## config.mk

```make
export PLATFORM = sky130hd
export DESIGN_NAME = key_press_event_classifier_top
export DESIGN_NICKNAME = d
export VERILOG_FILES = /design/src/rtl/kpe_pkg.sv /design/src/rtl/key_press_event_classifier_top.sv /design/src/rtl/kpe_state_mem.sv /design/src/rtl/kpe_classify.sv
export VERILOG_INCLUDE_DIRS = /design/src /design/src/rtl
export SDC_FILE = /design/constraint.sdc
export NUM_CORES = 1
export LEC_CHECK = 0
export ABC_AREA = 1
export BUFFER_PORTS_ARGS = -buffer_cell sky130_fd_sc_hd__buf_2
export CORE_ASPECT_RATIO = 0.9
export CORE_MARGIN = 8
export CORE_UTILIZATION = 34
export DETAILED_ROUTE_END_ITERATION = 16
export PLACE_DENSITY_LB_ADDON = 0.3
export SLEW_MARGIN = 5
export SYNTH_ARGS = -nofsm -noshare
export SYNTH_HDL_FRONTEND = slang
export SYNTH_SLANG_ARGS = --single-unit
export TNS_END_PERCENT = 20
```

## constraint.sdc

```tcl
create_clock -name clk_i -period 9.6 [get_ports clk_i]
set_input_delay 1.92 -clock clk_i [delete_from_list [all_inputs] [get_ports clk_i]]
set_output_delay 1.92 -clock clk_i [all_outputs]
set_load 0.02 [all_outputs]
```

## src/rtl/key_press_event_classifier_top_macros.svh

```systemverilog
// assertion macros used by the key press event classifier top level
// expects clk_i and rst_ni in the scope of each use
`ifndef KEY_PRESS_EVENT_CLASSIFIER_TOP_MACROS_SVH
`define KEY_PRESS_EVENT_CLASSIFIER_TOP_MACROS_SVH

// checked on every rising edge outside reset
`define KPE_ASSERT(lbl, prop, msg) \
  lbl: assert property (@(posedge clk_i) disable iff (!rst_ni) prop) else $error(msg);

// checked on every rising edge, reset included
`define KPE_ASSERT_ALWAYS(lbl, prop, msg) \
  lbl: assert property (@(posedge clk_i) prop) else $error(msg);

`endif

```

## src/rtl/kpe_pkg.sv

```systemverilog
// types, codes and defaults for the key press event classifier
// no dependencies; used by every module of the block
`default_nettype none

package kpe_pkg;

  localparam int unsigned NumKeysDef    = 8;
  localparam int unsigned KeyW          = 3;
  localparam int unsigned TimeW         = 32;
  localparam int unsigned TicksW        = 16;
  localparam int unsigned CfgIdxW       = 2;
  localparam int unsigned InDataW       = 40;
  localparam int unsigned OutDataW      = 8;

  localparam logic [TicksW-1:0] DebounceDef = 16'd20;
  localparam logic [TicksW-1:0] LongDef     = 16'd1000;
  localparam logic [TicksW-1:0] WindowDef   = 16'd300;

  typedef enum logic [2:0] {
    EV_RELEASE = 3'd0,
    EV_PRESS   = 3'd1,
    EV_LONG    = 3'd2,
    EV_SHORT   = 3'd3,
    EV_DOUBLE  = 3'd4
  } kpe_event_e;

  typedef enum logic [CfgIdxW-1:0] {
    REG_DEBOUNCE = 2'd0,
    REG_LONG     = 2'd1,
    REG_WINDOW   = 2'd2
  } kpe_reg_e;

  typedef struct packed {
    logic [TicksW-1:0] debounce;
    logic [TicksW-1:0] long_press;
    logic [TicksW-1:0] window;
  } kpe_cfg_t;

  typedef struct packed {
    kpe_event_e       last_event;
    logic [TimeW-1:0] debounce_start;
    logic [TimeW-1:0] long_start;
    logic [TimeW-1:0] last_short_time;
  } kpe_entry_t;

endpackage

`default_nettype wire

```

## src/rtl/key_press_event_classifier_top.sv

```systemverilog
// key press event classifier top level: stream ports, config registers, pipeline
// depends on kpe_pkg, kpe_state_mem, kpe_classify and the macros header
//
// one item in on s_axis gives one item out on m_axis: the key index and its event
// (release, press, long press, short press, double press). per-key state sits in
// a memory of NUM_KEYS entries, read when the item is taken and written back
// from the compute stage when the item moves on to the output register, with
// forwarding when consecutive items hit the same key.
// an accepted item passes the compute stage register, then the output register.
// throughput: one item per cycle while m_axis_tready stays high; the limit is the
// single read-modify-write of the state memory per cycle.
// the config channel (cfg_*) is always ready; registers: 0 debounce, 1 long press,
// 2 double window, 16 bit each. other indexes are dropped.
// reset: config returns to 20 / 1000 / 300 and every key reads back as released
// with all times unset, with no clearing pass.
// stall: when m_axis_tready is low the output register holds, one more item
// waits in the compute stage, and s_axis_tready then drops.
`default_nettype none
`include "key_press_event_classifier_top_macros.svh"

module key_press_event_classifier_top #(
  parameter int unsigned NUM_KEYS = kpe_pkg::NumKeysDef
) (
  input  wire logic                          clk_i,
  input  wire logic                          rst_ni,
  input  wire logic                          s_axis_tvalid,
  output logic                               s_axis_tready,
  // key_index [2:0], pressed [3], time_now [35:4], zero [39:36]
  input  wire logic [kpe_pkg::InDataW-1:0]   s_axis_tdata,
  output logic                               m_axis_tvalid,
  input  wire logic                          m_axis_tready,
  // key_out [2:0], event_res [5:3], zero [7:6]
  output logic      [kpe_pkg::OutDataW-1:0]  m_axis_tdata,
  input  wire logic                          cfg_valid_i,
  output logic                               cfg_ready_o,
  input  wire logic [kpe_pkg::CfgIdxW-1:0]   cfg_index_i,
  input  wire logic [kpe_pkg::TicksW-1:0]    cfg_data_i
);
  import kpe_pkg::*;

  localparam int unsigned AW = (NUM_KEYS > 1) ? $clog2(NUM_KEYS) : 1;

  logic [KeyW-1:0]  in_key;
  logic             in_pressed;
  logic [TimeW-1:0] in_time;
  logic             in_range;
  logic             s_accept;
  logic             s1_adv;

  logic             s1_v_q;
  logic [KeyW-1:0]  s1_key_q;
  logic             s1_pressed_q;
  logic [TimeW-1:0] s1_time_q;
  logic             s1_inr_q;

  logic             m_v_q;
  logic [KeyW-1:0]  m_key_q;
  kpe_event_e       m_ev_q;

  kpe_cfg_t         cfg_q;
  kpe_entry_t       rd_entry;
  kpe_entry_t       wr_entry;
  kpe_event_e       s1_event;

  assign in_key     = s_axis_tdata[KeyW-1:0];
  assign in_pressed = s_axis_tdata[KeyW];
  assign in_time    = s_axis_tdata[KeyW+TimeW:KeyW+1];
  assign in_range   = (32'(in_key) < NUM_KEYS);

  assign s1_adv        = s1_v_q && (!m_v_q || m_axis_tready);
  assign s_axis_tready = !s1_v_q || s1_adv;
  assign s_accept      = s_axis_tvalid && s_axis_tready;

  always_ff @(posedge clk_i or negedge rst_ni) begin
    if (!rst_ni) begin
      s1_v_q <= 1'b0;
    end else if (s_accept) begin
      s1_v_q <= 1'b1;
    end else if (s1_adv) begin
      s1_v_q <= 1'b0;
    end
  end

  always_ff @(posedge clk_i) begin
    if (s_accept) begin
      s1_key_q     <= in_key;
      s1_pressed_q <= in_pressed;
      s1_time_q    <= in_time;
      s1_inr_q     <= in_range;
    end
  end

  kpe_state_mem #(
    .NUM_KEYS (NUM_KEYS),
    .AW       (AW)
  ) u_mem (
    .clk_i   (clk_i),
    .rst_ni  (rst_ni),
    .re_i    (s_accept && in_range),
    .ra_i    (AW'(in_key)),
    .we_i    (s1_adv && s1_inr_q),
    .wa_i    (AW'(s1_key_q)),
    .wd_i    (wr_entry),
    .rdata_o (rd_entry)
  );

  kpe_classify u_classify (
    .entry_i    (rd_entry),
    .cfg_i      (cfg_q),
    .in_range_i (s1_inr_q),
    .pressed_i  (s1_pressed_q),
    .time_i     (s1_time_q),
    .event_o    (s1_event),
    .entry_o    (wr_entry)
  );

  always_ff @(posedge clk_i or negedge rst_ni) begin
    if (!rst_ni) begin
      m_v_q <= 1'b0;
    end else if (s1_adv) begin
      m_v_q <= 1'b1;
    end else if (m_axis_tready) begin
      m_v_q <= 1'b0;
    end
  end

  always_ff @(posedge clk_i) begin
    if (s1_adv) begin
      m_key_q <= s1_key_q;
      m_ev_q  <= s1_event;
    end
  end

  assign m_axis_tvalid = m_v_q;
  assign m_axis_tdata  = {{(OutDataW-2*KeyW){1'b0}}, m_ev_q, m_key_q};

  // config registers
  assign cfg_ready_o = 1'b1;

  always_ff @(posedge clk_i or negedge rst_ni) begin
    if (!rst_ni) begin
      cfg_q.debounce   <= DebounceDef;
      cfg_q.long_press <= LongDef;
      cfg_q.window     <= WindowDef;
    end else if (cfg_valid_i) begin
      unique case (kpe_reg_e'(cfg_index_i))
        REG_DEBOUNCE: cfg_q.debounce   <= cfg_data_i;
        REG_LONG:     cfg_q.long_press <= cfg_data_i;
        REG_WINDOW:   cfg_q.window     <= cfg_data_i;
        default: begin
        end
      endcase
    end
  end

  `KPE_ASSERT(a_accept_fills_s1, s_accept |=> s1_v_q, "accepted item missing in compute stage")
  `KPE_ASSERT(a_adv_fills_out, s1_adv |=> m_v_q, "computed item missing in output register")
  `KPE_ASSERT(a_oob_release, (m_v_q && (32'(m_key_q) >= NUM_KEYS)) |-> (m_ev_q == EV_RELEASE), "unknown key gave an event other than release")
  `KPE_ASSERT_ALWAYS(a_empty_ready, !s1_v_q |-> s_axis_tready, "input stalled with empty compute stage")

endmodule

`default_nettype wire

```

## src/rtl/kpe_state_mem.sv

```systemverilog
// per-key state memory: synchronous read, valid bits for reset, write forwarding
// depends on kpe_pkg
`default_nettype none

module kpe_state_mem #(
  parameter int unsigned NUM_KEYS = kpe_pkg::NumKeysDef,
  parameter int unsigned AW       = 3
) (
  input  wire logic               clk_i,
  input  wire logic               rst_ni,
  input  wire logic               re_i,
  input  wire logic [AW-1:0]      ra_i,
  input  wire logic               we_i,
  input  wire logic [AW-1:0]      wa_i,
  input  wire kpe_pkg::kpe_entry_t wd_i,
  output kpe_pkg::kpe_entry_t     rdata_o
);
  import kpe_pkg::*;

  kpe_entry_t          mem [NUM_KEYS];
  logic [NUM_KEYS-1:0] vld_q;
  kpe_entry_t          rd_q;
  logic                rd_vld_q;
  logic                fwd_q;
  kpe_entry_t          fwd_data_q;

  always_ff @(posedge clk_i) begin
    if (we_i) begin
      mem[wa_i] <= wd_i;
    end
    if (re_i) begin
      rd_q       <= mem[ra_i];
      fwd_data_q <= wd_i;
    end
  end

  always_ff @(posedge clk_i or negedge rst_ni) begin
    if (!rst_ni) begin
      vld_q    <= '0;
      rd_vld_q <= 1'b0;
      fwd_q    <= 1'b0;
    end else begin
      if (we_i) begin
        vld_q[wa_i] <= 1'b1;
      end
      if (re_i) begin
        rd_vld_q <= vld_q[ra_i];
        fwd_q    <= we_i && (wa_i == ra_i);
      end
    end
  end

  always_comb begin
    if (fwd_q) begin
      rdata_o = fwd_data_q;
    end else if (rd_vld_q) begin
      rdata_o = rd_q;
    end else begin
      rdata_o = '0;
    end
  end

endmodule

`default_nettype wire

```

## src/rtl/kpe_classify.sv

```systemverilog
// event decision and next per-key state for one sample
// depends on kpe_pkg
`default_nettype none

module kpe_classify (
  input  wire kpe_pkg::kpe_entry_t     entry_i,
  input  wire kpe_pkg::kpe_cfg_t       cfg_i,
  input  wire logic                    in_range_i,
  input  wire logic                    pressed_i,
  input  wire logic [kpe_pkg::TimeW-1:0] time_i,
  output kpe_pkg::kpe_event_e          event_o,
  output kpe_pkg::kpe_entry_t          entry_o
);
  import kpe_pkg::*;

  logic [TimeW-1:0] deb_w, long_w, win_w;
  logic [TimeW-1:0] d_db, d_ls, d_lst;
  logic             db_unset, ls_unset, lst_unset, prev_press, prev_rel;
  logic             deb_ok, long_ok;
  kpe_event_e       ev;
  kpe_entry_t       nxt;

  assign deb_w  = {{(TimeW-TicksW){1'b0}}, cfg_i.debounce};
  assign long_w = {{(TimeW-TicksW){1'b0}}, cfg_i.long_press};
  assign win_w  = {{(TimeW-TicksW){1'b0}}, cfg_i.window};

  assign db_unset   = (entry_i.debounce_start == '0);
  assign ls_unset   = (entry_i.long_start == '0);
  assign lst_unset  = (entry_i.last_short_time == '0);
  assign prev_press = (entry_i.last_event == EV_PRESS);
  assign prev_rel   = (entry_i.last_event == EV_RELEASE);

  assign d_db  = time_i - entry_i.debounce_start;
  assign d_ls  = time_i - entry_i.long_start;
  assign d_lst = time_i - entry_i.last_short_time;

  // a freshly set start time gives a difference of zero
  assign deb_ok  = db_unset ? (deb_w == '0) : (d_db >= deb_w);

  always_comb begin
    nxt     = entry_i;
    ev      = entry_i.last_event;
    long_ok = 1'b0;
    if (pressed_i) begin
      if (db_unset) begin
        nxt.debounce_start = time_i;
      end
      if (deb_ok) begin
        ev = EV_PRESS;
        if (ls_unset) begin
          nxt.long_start = time_i;
        end
      end
      if (deb_ok && ls_unset) begin
        long_ok = (long_w == '0);
      end else begin
        long_ok = (d_ls >= long_w);
      end
      if (prev_press && long_ok) begin
        ev = EV_LONG;
      end
    end else begin
      nxt.debounce_start = '0;
      ev = EV_RELEASE;
      if (prev_press) begin
        if (!lst_unset && (d_lst < win_w)) begin
          ev = EV_DOUBLE;
          nxt.last_short_time = '0;
        end else begin
          ev = EV_SHORT;
          nxt.last_short_time = time_i;
        end
      end
      if (prev_press) begin
        if (ev == EV_DOUBLE) begin
          if (time_i > win_w) begin
            nxt.last_short_time = '0;
          end
        end
      end else if (d_lst > win_w) begin
        nxt.last_short_time = '0;
      end
      if (prev_rel && (d_ls > long_w)) begin
        nxt.long_start = '0;
      end
    end
    nxt.last_event = ev;
    if (!in_range_i) begin
      ev = EV_RELEASE;
    end
  end

  assign event_o = ev;
  assign entry_o = nxt;

endmodule

`default_nettype wire
```

### Yosys cells after proc, flatten, opt, wreduce, memory -nomap -nowiden

Memory sizes are Yosys's and may differ from the RTL's. A register that Yosys moved wholly into a read port is not among the register bits.
Index checks and enable logic that the tools add are counted.

| storage, ports and cells | value |
|---|---|
| flip-flop bits (word level) | 201 |
| RAM bits | 792 |
| input bits | 63 |
| output and inout bits | 11 |
| word-level logic and storage cells | 94 |
| memories | 1 |

Memories:

| name | words | width | rd ports | clocked after memory_dff | write ports | RTL line | RTL |
|---|---|---|---|---|---|---|---|
| u_mem.mem | 8 | 99 | 1 | 1 | 1 | kpe_state_mem.sv:20 | `kpe_entry_t mem [NUM_KEYS];` |

| operators by class | value |
|---|---|
| add/subtract/negate cells | 3 |
| order comparisons | 9 |
| equal/unequal tests | 5 |
| muxes and demuxes | 33 |
| bitwise gates (word level) | 1 |
| reductions and logical operators | 25 |

Operators by type and width:

| kind | number |
|---|---|
| 32-bit two-way mux | 11 |
| 99-bit two-way mux | 2 |
| 32-bit logical NOT | 5 |
| 32-bit by 16-bit > comparator with 1-bit output | 3 |
| 32-bit subtractor | 3 |
| 32-bit by 16-bit >= comparator with 1-bit output | 2 |
| 64-bit two-way mux | 1 |
| 32-bit by 16-bit less-than comparator with 1-bit output | 1 |
| 3-bit two-way mux | 6 |
| 1-bit two-way mux | 11 |
| 1-bit logical AND | 8 |
| 3-bit by 4-bit less-than comparator with 1-bit output (second input constant) | 2 |
| 8-bit OR | 1 |
| 2-bit AND reduction | 3 |
| 2-bit nonzero test | 2 |
| 1-bit binary-select mux with 3-bit select | 1 |
| 1-bit demux with 3-bit select | 1 |
| 3-bit by 1-bit == test with 1-bit output (second input constant) | 1 |
| 3-bit == test | 1 |
| 3-bit == test (second input constant) | 1 |
| 3-bit by 1-bit >= comparator with 1-bit output (second input constant) | 1 |
| 1-bit logical NOT | 3 |
| 3-bit logical NOT | 1 |
| 2-bit by 1-bit == test with 1-bit output (second input constant) | 1 |
| other kinds (3) | 4 |

### Depth between registers and ports, before layout

Gate-level depths: netlist of run 1.

| logic depth | value |
|---|---|
| word-level depth | 12 |
| gate-level depth with buffers | 37 |
| mapped depth without buffers | 33 |

### Cells and area by module

Synthesis of run 1 repeated with hierarchy kept, for this count alone.

| second synthesis, totals | value |
|---|---|
| cell total of the unflattened synthesis | 5,354 |
| area, all modules | 52,658.0 um2 |

By module, submodules not included:

| module | instances | cells an instance | area each (um2) | seq. area each (um2) |
|---|---|---|---|---|
| kpe_state_mem | 1 | 2,931 | 38,448.1 | 29,978.8 |
| kpe_classify | 1 | 2,151 | 10,772.8 | 0.0 |
| key_press_event_classifier_top | 1 | 272 | 3,437.0 | 2,527.4 |

### Worst setup path after synthesis of run 1

No wires, ideal clock.

| timing path | value |
|---|---|
| kind | input to register |
| start | in m_axis_tready |
| end | reg u_mem.rd_vld_q |
| library setup time | 0.177 ns |
| data arrival time | 7.354 ns |
| required time | 9.423 ns |
| slack | 2.070 ns |
| cell stages on the path | 6 |
| path buffers | 0 |
| path through | inv_1 nand3_1 nand2_1 inv_1 o211ai_1 o21ai_0 |

| between the ends | value |
|---|---|
| word-level cells in the longest chain between the ends | 4 |

Ends and longest elaborated chain:

| what | RTL line | RTL |
|---|---|---|
| start, declared | key_press_event_classifier_top.sv:31 | `input wire logic m_axis_tready,` |
| 1-bit logical OR | key_press_event_classifier_top.sv:70 | `assign s1_adv = s1_v_q && (!m_v_q \|\| m_axis_tready);` |
| 1-bit logical AND | key_press_event_classifier_top.sv:70 |  |
| 1-bit logical OR | key_press_event_classifier_top.sv:71 | `assign s_axis_tready = !s1_v_q \|\| s1_adv;` |
| net s_axis_tready | key_press_event_classifier_top.sv:27 | `output logic s_axis_tready,` |
| 1-bit logical AND | key_press_event_classifier_top.sv:72 | `assign s_accept = s_axis_tvalid && s_axis_tready;` |
| net s_accept | key_press_event_classifier_top.sv:47 | `logic s_accept;` |
| end signal, assigned | kpe_state_mem.sv:47 | `rd_vld_q <= vld_q[ra_i];` |
| end, declared | kpe_state_mem.sv:23 | `logic rd_vld_q;` |

The timed path passes the listed nets, and every way through them passes these cells.
A chain may end at the register's enable or synchronous reset.

==> flow_metrics.tcl, run 1 <==
set metrics [dict create \
    status "finished, final reports clean" \
    criticalPathCategory "reg -> reg" \
    cts_buffers 111 \
    holdPathStages 2 \
    insertion_delay_ns 0.76 \
    endpoint_kind "flop" \
    netlist_area_sq_um 50100 \
    drt_wl_total_mm 144 \
    gp_congestion 0.958 \
    yosys_warnings 0 \
    worst_slew_pin_slew_ns 1.18 \
    setup_viol 0 \
    die_h_um 380 \
    syn2layout_area_growth_pct 12.0 \
    clock_sinks 1092 \
    synth_top_family_by_area "simple AND/OR/NAND/NOR gates" \
    path_buf_inv 5 \
    synth.most_common_cell "edfxtp_1" \
    hold_end "u_mem.vld_q[1]" \
    fp-row-count 133 \
    worstReg2RegStart "u_mem.rd_vld_q" \
    cpMostUsedCell "nand2_1" \
    drive_gt1_share_pct 7.42 \
    netlist_top_cells_count "edfxtp_1 (1032), nor2_1 (877), nand2_1 (686)" \
    io_buffer_count 66 \
    synth-simple-area-share_pct 14.7 \
    clk_pin_slew_ns 0.06 \
    cp-start-kind "flop" \
    ctsHoldBuffers 0 \
    synth-seq-cells 1092 \
    setup_tns_ns 0 \
    pre_cts_slack_ns 2.57 \
    grt_overflow_total 0 \
    cts.htree.levels 3 \
    required_ns 10.00 \
    avgViaCountPerCell 5.23 \
    hold_viol_final 0 \
    power_density_nw_per_um2 217 \
    rrSetupSlack_ns 2.63 \
    period_share_pct 72.6 \
    ys_seq_area_share_pct 64.8 \
    ctsRootBufferMaster "clkbuf_16" \
    maxSlewViolCount 0 \
    grt_pass1_wl_mm 216 \
    drt-initial-drc-count 3323 \
    reg2reg_depth 25 \
    grt_pass1_vias 34200 \
    path_max_fanout 32 \
    grt_max_degree 195 \
    slowest_stage "o21ai_0" \
    die-area_sq_um 160000 \
    synth_compound_area_share_pct 12.4 \
    synth_top_area_share_pct 61.8 \
    dp_hpwl_mm 87.7 \
    ant_nets 0 \
    cts_setup_buffers 0 \
    cp_slowest_stage_delay_ns 0.90 \
    peakVddDrop_v 0.000152 \
    num-nets-final 4917 \
    ys_types 54 \
    synth_xor_area_share_pct 0.996 \
    max_freq_mhz 143 \
    start_util_pct 34.3 \
    drcViolationCount 0 \
    synth-async-reset-ratio_pct 5.49 \
    netlist_top_cells_area "edfxtp_1 (62%), nor2_1 (6.6%), o21ai_0 (5.6%), nand2_1 (5.1%), ha_1 (3.0%)" \
    synthCells 4706 \
    synthMuxAreaShare_pct 0 \
    pin_count 74 \
    route.vias.total 35500 \
    hold_start "u_mem.vld_q[1]" \
    grtUsageTotal_pct 17.4 \
    cts-resized-gates 0 \
    cts_tree "yes" \
    synth-adder-area-share_pct 3.06 \
    crit_arrival_ns 7.37 \
    fin_crit_ns 6.97 \
    fin_ws_ns 2.63 \
    rsz0062_at_grt "no" \
    cpLargestDelayFamily "simple AND/OR/NAND/NOR gates" \
    worst_clock_skew_ns 0.0559 \
    first_pass_iters 5 \
    antenna_found_initial 4 \
    p_leak_nw 20.5 \
    maxSlewHeadroom_pct 20.3 \
    ys.flop_type "edfxtp_1" \
    clockBufferDepth 3 \
    avgSynthCellArea_sq_um 10.7 \
    chipWidth_um 421 \
    yosysTopAreaCell "edfxtp_1" \
    r2r-end "u_mem.mem[1][32]" \
    coreArea_sq_um 146000 \
    hold_path_class "reg -> reg" \
    synth_edf_count 1032 \
    wl_per_cell_um 21.2 \
    max-cap-violations 0 \
]
==> power by group <==
group / switching (mW) / internal [mW]
Combinational: 1.61 / 0.675
Sequential: 0.107 / 5.61
Clock: 1.84 / 2.36
Total: 3.55 / 8.65
==> flip-flops by register name, summed over array words and instances (netlist names), 8 cells and up <==
name and flops:
u_mem.mem 792, u_mem.fwd_data_q 99, u_mem.rd_q 99, cfg_q 48
s1_time_q 32, u_mem.vld_q 8
==> layout by cell type (no fill, tap or decap), types with 10 or more instances in the layout <==
cell type	synthesis	final
edfxtp_1	1032	1032
nor2_1	877	869
nand2_1	686	685
o21ai_0	565	565
inv_1	261	258
a21oi_1	169	169
nand3_1	140	139
ha_1	121	121
clkbuf_16	0	112
a31oi_1	106	106
o22ai_1	99	99
a22oi_1	71	71
buf_2	15	64
buf_4	9	61
xor2_1	49	49
dfrtp_1	48	47
o211ai_1	34	34
nand4_1	29	29
nor3_1	29	29
clkinv_1	1	25
clkbuf_1	154	24
nor4_1	22	22
o21ai_1	18	18
clkinv_2	0	16
nand2_2	12	13
nor2_2	12	12
dfstp_2	12	12
a211oi_1	11	11
o21a_1	10	10
==> metal layers <==
| layer | wire [um] | GRT usage, % | up-vias |
|---|---|---|---|
| li1 | - | - | 16800 |
| met5 | 0 | 0 | - |
| met1 | 65700 | 24.8 | 17400 |
| met3 | 8620 | 2.50 | 215 |
| met4 | 4020 | 5.27 | 0 |
| met2 | 65700 | 27.6 | 1121 |
==> layout make-up <==
class                   instances  area (sq um)
fillers                     14200         90100
flip-flops and latches       1092         32500
multi-input cells            3120         15700
clock buffers                 142          2940
well taps                    1957          2450
inverters                     273          1050
repair buffers                134           945
clock inverters                61           573
diodes                          1          2.50
==> how the worst max path moves through the flow <==
| stage | startpoint | end | slack [ns] | cells past startpoint |
|---|---|---|---|---|
| 3_3_place_gp | u_mem.rd_vld_q | u_mem.mem[2][38] | 2.61 | 25 |
| 3_5_place_dp | u_mem.rd_vld_q | u_mem.mem[7][32] | 2.57 | 25 |
| 4_1_cts | u_mem.rd_vld_q | u_mem.mem[2][32] | 2.56 | 25 |
| 6_report | u_mem.rd_vld_q | u_mem.mem[1][32] | 2.63 | 25 |
| 5_1_grt | u_mem.rd_vld_q | u_mem.mem[1][32] | 2.08 | 25 |
| 2_1_floorplan | m_axis_tready | u_mem.rd_vld_q | 2.07 | 6 |
==> cell families after synthesis <==
logic type | after synthesis
and+or+nand+nor | 1830
AOI/OAI and AO/OA | 1108
DFF | 1092
buffers and inverters | 495
adders and majority gates | 122
xor gates and xnor gates | 57
other | 2
==> tightest hold or removal path: stages (launching register included) <==
cell and delay (ns):
dfrtp_1 0.32, inv_1 0.05, o21ai_0 0.06
==> metrics by stage <==
step / total power, mW / hold slack, ns / area [sq um] / util, % / cells
floorplan: 7.34 / 0.427 / 50100 / - / 4707
global placement: 8.05 / 0.443 / 52600 / 36.0 / 6576
detailed placement: 8.08 / 0.446 / 52600 / 36.0 / 6576
CTS: 12.3 / 0.459 / 56100 / 38.4 / 6779
global route: 12.7 / 0.484 / 56100 / 38.4 / 6780
finish: 12.2 / 0.458 / 56100 / 38.4 / 6780
Power figures use the tool's default switching activity.
==> inputs of run 2 (changes only) <==
==> constraint.sdc (replaced) <==
create_clock -name clk_i -period 7.05 [get_ports clk_i]
set_input_delay 1.41 -clock clk_i [delete_from_list [all_inputs] [get_ports clk_i]]
set_output_delay 1.41 -clock clk_i [all_outputs]
set_load 0.02 [all_outputs]
==> run 2 against run 1 <==
Global-route usage rose by 0.47 points. Critical path depth rose by 4. Total power rose by 37%. Die area did not move. Non-clock buffer count rose by 9. Clock skew fell by 0.016 ns. Via count barely moved. Sequential cell count did not move. First-iteration DRC count rose by 4.3%. Largest cell class unchanged.
==> flow_metrics.tcl, run 2 (synthesis gave the netlist of run 1 again) <==
set metrics [dict create \
    start_util_pct 34.3 \
    rrSetupSlack_ns 0.86 \
    path_max_fanout 65 \
    avgViaCountPerCell 5.23 \
    maxSlewHeadroom_pct 26.9 \
    first_pass_iters 6 \
    required_ns 7.46 \
    worstReg2RegStart "u_mem.rd_vld_q" \
    hold_path_class "reg -> reg" \
    grt_pass1_wl_mm 219 \
    io_buffer_count 66 \
    fin_crit_ns 6.19 \
    fp-row-count 133 \
    ctsHoldBuffers 0 \
    drcViolationCount 0 \
    layout_commonest_cell "edfxtp_1" \
    cts_setup_buffers 0 \
    drt_wl_total_mm 148 \
    clock_sinks 1092 \
    endpoint "u_mem.mem[5][97]" \
    grt_max_degree 159 \
    worst_slew_pin_slew_ns 1.09 \
    antenna_found_initial 3 \
    num-nets-final 4926 \
    clk_pin_slew_ns 0.06 \
    reg_top3 "u_mem.mem: 792 flops, u_mem.fwd_data_q: 99 flops, u_mem.rd_q: 99 flops" \
    ctsRootBufferMaster "clkbuf_16" \
    placed_cell_area_sq_um 52800 \
    finish.instance_area_sq_um 56300 \
    fin_ws_ns 0.863 \
    p_sw_mw 4.89 \
    drive_gt1_share_pct 7.58 \
    largest_reg_flops 792 \
    cts_buffers 111 \
    final_util_pct 38.5 \
    r2r-end "u_mem.mem[5][97]" \
    chipWidth_um 421 \
    endpoint_kind "flop" \
    grt_pass1_vias 33700 \
    cts.htree.levels 3 \
    period_share_pct 87.8 \
    drt-initial-drc-count 3467 \
    critPathLaunch "u_mem.rd_vld_q" \
    holdPathStages 2 \
    criticalPathCategory "reg -> reg" \
    ant_nets 0 \
    combPwrFrac_pct 18.8 \
    cts-resized-gates 0 \
    rsz0062_at_grt "no" \
    peakVddDrop_v 0.000244 \
    power_density_nw_per_um2 297 \
    insertion_delay_ns 0.77 \
    max-cap-violations 0 \
    cp-start-kind "flop" \
    p_int_mw 11.8 \
    coreArea_sq_um 146000 \
    reg2reg_depth 29 \
    seq_power_share_pct 46.7 \
    swShare_pct 29.2 \
    max_freq_mhz 162 \
    cts_tree "yes" \
    grt_overflow_total 0 \
    cp_slowest_stage_delay_ns 0.74 \
    setup_viol 0 \
    pwr-share-clk_pct 34.5 \
    mostFrequentLayoutCells "edfxtp_1 (1032), nor2_1 (869), nand2_1 (685)" \
    route.vias.total 35500 \
    p_leak_nw 20.6 \
    crit_arrival_ns 6.59 \
    setup_tns_ns 0 \
    wl_per_cell_um 21.8 \
    status "finished, final reports clean" \
    maxSlewViolCount 0 \
    die_h_um 380 \
    syn2layout_area_growth_pct 12.4 \
    cpMostUsedCell "nand2_1" \
    pre_cts_slack_ns 0.932 \
    hold_viol_final 0 \
    die-area_sq_um 160000 \
    pin_count 74 \
    regMostFlops "u_mem.mem" \
    gp_congestion 0.955 \
    grtUsageTotal_pct 17.9 \
    worst_clock_skew_ns 0.0402 \
    clockBufferDepth 3 \
    dp_hpwl_mm 89.5 \
    slowest_stage "dfrtp_1" \
]
-- run 2: cell types whose count changed in the layout (fill, tap and decap cells not counted), sizes merged --
cell	previous run	this run
bufinv	7	8
clkbuf	142	140
clkinvlp	2	4
diode	1	3
inv	277	276
buf	134	143
-- run 2: per-layer routing --
metal	part of all wire, %	global-route usage (%)	vias up
met1	46	25.8	17400
li1	-	-	16800
met2	44	27.7	1180
met3	6.7	2.66	202
met4	3.4	5.92	0
met5	0	0	-
-- run 2: worst min path at each step --
| stage | from | endpoint | slack [ns] |
|---|---|---|---|
| after detailed placement | u_mem.vld_q[1] | u_mem.vld_q[1] | 0.45 |
| after CTS | u_mem.vld_q[1] | u_mem.vld_q[1] | 0.46 |
| after global routing | u_mem.vld_q[0] | u_mem.vld_q[0] | 0.48 |
| after global placement | u_mem.vld_q[5] | u_mem.vld_q[5] | 0.44 |
| final | u_mem.vld_q[1] | u_mem.vld_q[1] | 0.46 |
| after floorplan | u_mem.vld_q[6] | u_mem.vld_q[6] | 0.43 |
-- run 2: worst max-delay path: cells and delay by family (launching register included) --
family	cells	cell delay, ns
AND/OR/NAND/NOR	21	2.82
AO/OA/AOI/OAI	2	0.52
buffers and inverters	3	0.79
XOR/XNOR	1	0.19
flip-flops	1	0.74
adder cells (fa/ha/maj)	2	0.77
-- run 2: final cells by class --
type / instances / area, sq um
antenna: 3 / 7.51
timing repair buffer: 143 / 1110
inverter: 273 / 1050
fill: 14200 / 89900
multi-input combinational: 3120 / 15700
sequential: 1092 / 32500
clock buffer: 140 / 2950
clock inverter: 63 / 588
tap: 1957 / 2450
-- run 2: power groups by stage --
stage	registers [mW]	clock network, mW	logic, mW
global placement	7.94	0	3.09
finish	7.82	5.77	3.14
CTS	7.82	5.89	3.13
floorplan	7.90	0	2.10
detailed placement	7.95	0	3.12
global route	7.85	6.12	3.50
-- run 2: stage by stage --
stage	total power [mW]	hold WS [ns]	cells
after global placement	11.0	0.441	6585
final	16.7	0.460	6791
after CTS	16.8	0.460	6788
after detailed placement	11.1	0.446	6585
after global routing	17.5	0.476	6788
after floorplan	10.0	0.427	4707
